<file path="src/hdl/sab_pkg.sv">
`timescale 1ns / 1ps
// shared types, codes and constants for the suffix array builder
// no dependencies

package sab_pkg;

   localparam int MAX_LEN_DEF = 1024;
   localparam int OP_W        = 2;
   localparam int BYTE_W      = 8;
   localparam int IDX_W       = 11;
   localparam int FIELD_W     = 11;
   localparam int ERR_W       = 2;

   typedef enum logic [OP_W-1:0] {
      OP_APPEND = 2'd0,
      OP_BUILD  = 2'd1,
      OP_READ   = 2'd2
   } op_code_type;

   typedef enum logic [ERR_W-1:0] {
      ERR_NONE      = 2'd0,
      ERR_INDEX     = 2'd1,
      ERR_OVERFLOW  = 2'd2,
      ERR_NOT_BUILT = 2'd3
   } err_code_type;

   typedef enum logic [3:0] {
      CELL_HOLD,
      CELL_LOAD,
      CELL_PSORT,
      CELL_COPY,
      CELL_SHIFT,
      CELL_KEY,
      CELL_KSORT,
      CELL_RINIT,
      CELL_RANK,
      CELL_COMMIT,
      CELL_ROTATE
   } cell_op_type;

   typedef struct packed {
      cell_op_type op;
      logic        parity;
   } cell_ctl_type;

   typedef enum logic [3:0] {
      ST_IDLE,
      ST_LOAD,
      ST_PSORT,
      ST_COPY,
      ST_SHIFT,
      ST_KEY,
      ST_KSORT,
      ST_RINIT,
      ST_RANK,
      ST_COMMIT,
      ST_STORE,
      ST_READ
   } state_type;

   // packed width of one cell's contents
   function automatic int cell_width(input int pw, input int rw);
      return pw + 4 * rw + 3;
   endfunction

endpackage

</file>
<file path="src/hdl/sab_cell.sv">
`timescale 1ns / 1ps
// one cell of the sorting chain: a suffix position with its rank keys
// depends on sab_pkg

module sab_cell
   import sab_pkg::*;
#(
   parameter int PW      = 11,
   parameter int RW      = 11,
   parameter bit FIRST   = 1'b0,
   parameter bit LAST    = 1'b0,
   parameter bit IDX_ODD = 1'b0
) (
   input  logic                         clock,
   input  cell_ctl_type                 ctl,
   input  logic [PW-1:0]                len,
   input  logic [PW-1:0]                ld_pos,
   input  logic                         ld_unused,
   input  logic [RW-1:0]                ld_r1,
   input  logic [cell_width(PW,RW)-1:0] in_l,
   input  logic [cell_width(PW,RW)-1:0] in_r,
   output logic [cell_width(PW,RW)-1:0] out
);

   typedef struct packed {
      logic [PW-1:0] pos;
      logic          unused;
      logic [RW-1:0] r1;
      logic [RW-1:0] key2;
      logic [RW-1:0] cp_rank;
      logic          cp_ok;
      logic [RW-1:0] nrank;
      logic          done;
   } data_type;

   data_type cell_ff, cell_in, l, r;
   logic     right_side, has_partner;
   logic [2*RW:0] key_s, key_l, key_r;

   always_comb begin
      l = in_l;
      r = in_r;
      key_s = {cell_ff.unused, cell_ff.r1, cell_ff.key2};
      key_l = {l.unused, l.r1, l.key2};
      key_r = {r.unused, r.r1, r.key2};
      right_side  = (IDX_ODD == ctl.parity);
      has_partner = right_side ? !LAST : !FIRST;
      cell_in = cell_ff;
      case (ctl.op)
         CELL_LOAD: begin
            if (LAST) begin
               cell_in.pos    = ld_pos;
               cell_in.unused = ld_unused;
               cell_in.r1     = ld_r1;
            end else begin
               cell_in = r;
            end
         end
         CELL_ROTATE: cell_in = r;
         CELL_PSORT: begin
            if (has_partner) begin
               if (right_side && cell_ff.pos > r.pos) cell_in = r;
               else if (!right_side && l.pos > cell_ff.pos) cell_in = l;
            end
         end
         CELL_KSORT: begin
            if (has_partner) begin
               if (right_side && key_s > key_r) cell_in = r;
               else if (!right_side && key_l > key_s) cell_in = l;
            end
         end
         CELL_COPY: begin
            cell_in.cp_rank = cell_ff.r1;
            cell_in.cp_ok   = cell_ff.pos < len;
         end
         CELL_SHIFT: begin
            if (LAST) begin
               cell_in.cp_ok = 1'b0;
            end else begin
               cell_in.cp_rank = r.cp_rank;
               cell_in.cp_ok   = r.cp_ok;
            end
         end
         CELL_KEY: cell_in.key2 = cell_ff.cp_ok ? cell_ff.cp_rank + RW'(1) : '0;
         CELL_RINIT: begin
            cell_in.nrank = '0;
            cell_in.done  = FIRST;
         end
         CELL_RANK: begin
            // rank ripples down the sorted chain
            if (!FIRST && !cell_ff.done && l.done) begin
               cell_in.nrank = l.nrank + RW'(key_l != key_s);
               cell_in.done  = 1'b1;
            end
         end
         CELL_COMMIT: cell_in.r1 = cell_ff.nrank;
         default: cell_in = cell_ff;
      endcase
   end

   always_ff @(posedge clock) begin
      cell_ff <= cell_in;
   end

   assign out = cell_ff;

endmodule

</file>
<file path="config.mk">
export PLATFORM = sky130hd
export DESIGN_NAME = sab_cell
export DESIGN_NICKNAME = d
export VERILOG_FILES = /design/src/hdl/sab_pkg.sv /design/src/hdl/sab_cell.sv
export SDC_FILE = /design/constraint.sdc
export NUM_CORES = 1
export LEC_CHECK = 0
export BUFFER_PORTS_ARGS = -buffer_cell sky130_fd_sc_hd__buf_2
export CAP_MARGIN = 20
export CELL_PAD_IN_SITES_DETAIL_PLACEMENT = 0
export CELL_PAD_IN_SITES_GLOBAL_PLACEMENT = 1
export CORE_MARGIN = 8
export CORE_UTILIZATION = 40
export CTS_CLUSTER_DIAMETER = 150
export DETAILED_ROUTE_END_ITERATION = 16
export HOLD_SLACK_MARGIN = 0.06
export PLACE_DENSITY_LB_ADDON = 0.1
export SETUP_SLACK_MARGIN = 0.1
export SLEW_MARGIN = 20
export SYNTH_ARGS = -nofsm -noshare
export SYNTH_HDL_FRONTEND = slang
export SYNTH_SLANG_ARGS = --single-unit
</file>
<file path="constraint.sdc">
create_clock -name clock -period 8.64 [get_ports clock]
set_input_delay 0.864 -clock clock [delete_from_list [all_inputs] [get_ports clock]]
set_output_delay 0.864 -clock clock [all_outputs]
set_load 0.1 [all_outputs]
</file>
==> flow_metrics.tcl, run 1 <==
set metrics [dict create \
    grt_overflow 0 \
    cp_max_fo 13 \
    cts.path.max_buffers 2 \
    diodes 0 \
    place_congestion 0.842 \
    cts_tree "yes" \
    htreeDepth 3 \
    final_common_cell "buf_2" \
    synthDistinctLibCells 57 \
    path_buf_inv 2 \
    viasPerCell 5.55 \
    drtIter0Drc 359 \
    io_buffers 190 \
    grt_usage 0.208 \
    wl_met2_mm 9.45 \
    startpoint_type "input port" \
    die_x_microns 136 \
    crit_type "in -> reg" \
    grt_max_degree 39 \
    worstPathRequired_ns 8.59 \
    ios 214 \
    ctsHoldBuffers 0 \
    placed_cell_area_sq_mm 0.00691 \
    ys.flop_type "edfxtp_1" \
    met3_length_mm 1.33 \
    grt_setup_unrepaired "no" \
    start_util 0.404 \
    setup_viol 0 \
    fill_cells 1429 \
    clock_tree.root_cell "clkbuf_16" \
    slew_violations 0 \
    worst_pin_slew_ns 1.15 \
    clk_pin_slew_ns 0.05 \
    vias 5696 \
    clock_latency_ns 0.34 \
    worst-endpoint-arrival_ns 3.88 \
    netlist.area_leader.share 0.301 \
    netlist_area_sq_mm 0.00578 \
    hp-class "reg -> reg" \
    synth_seq_cells 58 \
    cts.sinks 58 \
    relSlewSlack 0.231 \
    finalClockSkew_ns 0.00637 \
    cpMaxStageDelayCell "a211oi_2" \
    register_area_sq_mm 0.00174 \
    hold_viol 0 \
    p_per_area_mw_per_mm2 158 \
    wl_met1_mm 8.78 \
    drcViolationCount 0 \
    die_area_sq_mm 0.0186 \
    maxCapViolCount 0 \
    crit_path_max_incr_delay_ns 0.85 \
    grt_pass1_vias 5793 \
    ant_nets 0 \
    placementRows 44 \
    setup_tns_ns 0 \
    postCtsResizedCells 0 \
    synth_top_cell_by_area "edfxtp_1" \
    synth_seq_area_share 0.301 \
    wl_per_cell_microns 19.2 \
    yosys_warnings 0 \
    wl_mm 19.7 \
    max-vdd-ir-drop_uv 92.7 \
    ys_top_cells_by_area "edfxtp_1 (30%), ha_1 (18%), inv_1 (7.0%), a221o_1 (4.7%), nand2_1 (3.7%)" \
    fin_crit_sh 0.454 \
    synth_edf_count 58 \
    syn2layout_area_growth_pct 24.2 \
    synth_nets 891 \
    status "completed" \
    cp_top_family "compound AO/OA/AOI/OAI gates" \
    nets 1076 \
    cts_buffers 9 \
    cp-end-kind "flip-flop" \
    multi_input_area_sq_mm 0.00354 \
    top_layer_used "met4" \
    synth_area_per_cell_sq_um 8.84 \
    drt_first_pass_iters 5 \
    antenna_found_initial 0 \
    netlist_instances 654 \
    power_leakage_nw 3.55 \
    max_freq_ghz 0.255 \
    grt_pass1_wl_mm 30.2 \
    fin_crit_ns 3.93 \
    cts_setup_buffers 0 \
    design_area_sq_mm 0.00718 \
    largest_reg_flops 58 \
    fp.dieH_microns 136 \
    drive_gt1_frac 0.276 \
    core-area_sq_mm 0.0143 \
    final_cell_mix "buf_2 (190), inv_1 (108), ha_1 (81), edfxtp_1 (58), nand2_1 (57)" \
    worstPathCellList "buf_2 -> inv_1 -> ha_1 -> nand4_1 -> nor4_4 -> o31a_4 -> o31a_1 -> nor3_1 -> a211oi_2" \
    synthArstFlopShare 0 \
    hpwlAfterDp_mm 15.7 \
]
## per-stage QoR
stage           util  std cells  power [W]  worst slack, ns  hold WS (ns)
5_1_grt        0.502       1026    0.00119             4.47         0.715
2_1_floorplan      -        654   0.000678             4.92          1.06
4_1_cts        0.502       1026    0.00114             4.73         0.675
6_report       0.502       1026    0.00114             4.71         0.676
3_3_place_gp   0.483       1012   0.000786             4.40         0.648
3_5_place_dp   0.483       1012   0.000792             4.38         0.663
## worst paths after layout
kind	slack (ns)	to	from	cells past startpoint
hold reg to reg	0.68	out[39]	out[5]	2
hold / removal	0.68	out[39]	out[5]	2
setup / recovery	4.71	out[2]	in_r[42]	9
setup reg to reg	4.86	out[2]	out[42]	7
## layer usage
metal,vias to the layer above,global-route usage
li1,2803,-
met1,2690,0.265
met2,191,0.351
met3,12,0.0425
met4,0,0.0543
met5,-,0
## synthesized netlist by cell type (12+ instances only)
cell and instances:
nand3_1 17, mux2_2 12, a211o_1 14, a21oi_1 32, and2_1 12, clkbuf_1 12, a21boi_0 12, nor2_1 33
o221ai_1 12, a221o_1 27, ha_1 81, nand2_1 57, edfxtp_1 58, inv_1 108, nor3_1 12, o21ai_0 24
## cell type report
type / instances / share of cell area
sequential: 58 / 0.243
clock inverter: 5 / 0.00662
multi-input combinational: 466 / 0.492
clock buffer: 9 / 0.0314
inverter: 108 / 0.0564
timing repair buffer: 196 / 0.139
tap: 184 / 0.0321
## logic make-up (layout without fill, tap and decap cells)
logic type               Yosys count  count (layout)  share of synthesized area
AND/OR/NAND/NOR                  183             183                      0.159
AO/OA/AOI/OAI                    180             180                      0.236
buffers and inverters            130             318                     0.0898
adder cells (fa/ha/maj)           81              81                      0.175
flip-flops                        58              58                      0.301
multiplexers                      13              13                     0.0251
XOR/XNOR                           9               9                     0.0136
## power breakdown
part | internal, W | total (W) | leakage (nW) | switching [W]
clock network | 0.000217 | 0.000348 | 0.136 | 0.000131
logic | 0.000120 | 0.000422 | 2.87 | 0.000302
registers | 0.000344 | 0.000367 | 0.550 | 0.0000232
total | 0.000681 | 0.00114 | 3.55 | 0.000457
## worst register-to-register path: cells and delay by family, from the launching register on
kind / cells / cell delay, ns
AOI/OAI and AO/OA: 3 / 1.59
adders and majority gates: 1 / 0.35
DFF: 1 / 0.47
and+or+nand+nor: 3 / 0.98
(Power assumes the default switching activity.)
==> run 2, diff against run 1 <==
CORE_UTILIZATION = 37   (was 40)
clock period = 3.65 ns   (was 8.64 ns; I/O delays follow)
==> flow_metrics.tcl, run 2 (synthesis results as in run 1) <==
set metrics [dict create \
    status "completed" \
    largest_reg_flops 58 \
    grt_pass1_wl_mm 31.2 \
    power_frac_clock 0.325 \
    hold_viol 0 \
    whs_path_depth 2 \
    pwr-share-seq 0.313 \
    vias 5703 \
    place_congestion 0.849 \
    swShare 0.391 \
    top_layer_used "met4" \
    clk_pin_slew_ns 0.05 \
    final_cell_mix "buf_2 (190), inv_1 (108), ha_1 (81), edfxtp_1 (58), nand2_1 (57)" \
    cts_buffers 9 \
    cts_setup_buffers 0 \
    fill_cells 1492 \
    relSlewSlack 0.319 \
    drcViolationCount 0 \
    cp_max_fo 12 \
    viasPerCell 5.38 \
    power_leakage_nw 3.59 \
    max_freq_ghz 0.302 \
    worst-endpoint-arrival_ns 3.26 \
    die_x_microns 141 \
    grt_setup_unrepaired "no" \
    clock_latency_ns 0.34 \
    wl_mm 20.0 \
    crit_type "reg -> reg" \
    combinationalPowerShare 0.362 \
    final_common_cell "buf_2" \
    fin_crit_sh 0.906 \
    min_from "in_r[4]" \
    antenna_found_initial 0 \
    slew_violations 0 \
    clock_tree.root_cell "clkbuf_16" \
    r2r_slack_ns 0.34 \
    finalClockSkew_ns 0.00459 \
    drtIter0Drc 355 \
    max-vdd-ir-drop_uv 236 \
    fp.dieH_microns 141 \
    hp-class "in -> reg" \
    ant_nets 0 \
    grt_overflow 0 \
    wl_per_cell_microns 18.9 \
    placed_cell_area_sq_mm 0.00698 \
    met3_length_mm 1.31 \
    design_area_sq_mm 0.00729 \
    grt_pass1_vias 6019 \
    wl_met2_mm 9.63 \
    cts_tree "yes" \
    die_area_sq_mm 0.0199 \
    cts.path.max_buffers 2 \
    ios 214 \
    maxCapViolCount 0 \
    core-area_sq_mm 0.0153 \
    p_per_area_mw_per_mm2 381 \
    grt_usage 0.198 \
    wl_met1_mm 8.81 \
    start_util 0.379 \
    worstHoldEndpoint "out[4]" \
    setup_viol 0 \
    drive_gt1_frac 0.279 \
    setup_tns_ns 0 \
    htreeDepth 3 \
    worst_pin_slew_ns 1.02 \
    drt_first_pass_iters 4 \
    io_buffers 190 \
    power.internal_w 0.00169 \
    nets 1082 \
    cp-end-kind "flip-flop" \
    p_sw_w 0.00109 \
    worstPathRequired_ns 3.61 \
    hold_ws_ns 0.314 \
    placementRows 45 \
    startpoint_type "flip-flop" \
    r2r_start "out[41]" \
    syn2layout_area_growth_pct 26.2 \
    diodes 0 \
    grt_max_degree 39 \
    fin_crit_ns 3.31 \
    hpwlAfterDp_mm 16.3 \
    r2r_cells 7 \
    rr_endpoint "out[4]" \
    cts.sinks 58 \
]
==> run 2: cell types whose count changed in the layout (fill, tap and decap cells not counted) <==
cell and change:
bufinv_16 +1, o31ai_4 +1, clkbuf_2 +1, clkbuf_1 +2
buf_4 +5, o31ai_2 -1, clkinv_2 -2
==> run 2: worst max path at each step <==
stage,from,end,slack [ns],cells past startpoint
2_1_floorplan,out[45],out[0],-0.07,7
3_3_place_gp,in_r[45],out[11],0.14,9
5_1_grt,out[42],out[8],0.17,7
4_1_cts,out[42],out[8],0.29,7
3_5_place_dp,in_r[40],out[1],0.05,9
6_report,out[41],out[4],0.34,7
==> run 2: power groups by stage <==
stage               clock network (W)  registers (W)  logic [W]
finish                       0.000903       0.000869    0.00101
floorplan                           0        0.00124   0.000366
global placement                    0       0.000881   0.000989
CTS                          0.000924       0.000870    0.00101
detailed placement                  0       0.000883    0.00100
global route                 0.000934       0.000877    0.00109
==> run 2: area by class of cell <==
| type | count | area [sq um] | area share |
|---|---|---|---|
| timing repair buffer | 202 | 1040 | 0.142 |
| multi-input combinational | 466 | 3540 | 0.486 |
| clock buffer | 11 | 233 | 0.0319 |
| sequential | 58 | 1740 | 0.239 |
| clock inverter | 4 | 67.6 | 0.00926 |
| inverter | 108 | 405 | 0.0556 |
| tap | 211 | 264 | 0.0362 |
==> run 2: worst max-delay path, cell delays in order (launching register included) <==
cell	delay [ns]
edfxtp_1	0.48
ha_1	0.34
nand4_1	0.21
nor4_4	0.49
o31a_4	0.27
o31a_1	0.17
nor3_1	0.09
a211oi_2	0.86
==> run 2: per-stage QoR <==
stage / setup slack, ns / total power [W] / utilization / instances
global placement: 0.142 / 0.00187 / 0.457 / 1044
global route: 0.166 / 0.00290 / 0.478 / 1060
floorplan: -0.0706 / 0.00160 / - / 654
detailed placement: 0.0467 / 0.00189 / 0.457 / 1044
finish: 0.344 / 0.00278 / 0.478 / 1060
CTS: 0.289 / 0.00280 / 0.478 / 1059
==> run 2: repair_timing <==
item | CTS | global route
hold endpoints to repair | 0 | 0
setup endpoints to repair | 6 | 0
gates resized for setup | 1 | 0
hold buffers | 0 | 0
==> run 2: layer usage <==
| metal | vias up | global-route usage |
|---|---|---|
| met3 | 19 | 0.0517 |
| met2 | 209 | 0.334 |
| li1 | 2811 | - |
| met1 | 2664 | 0.245 |
| met5 | - | 0 |
| met4 | 0 | 0.0543 |
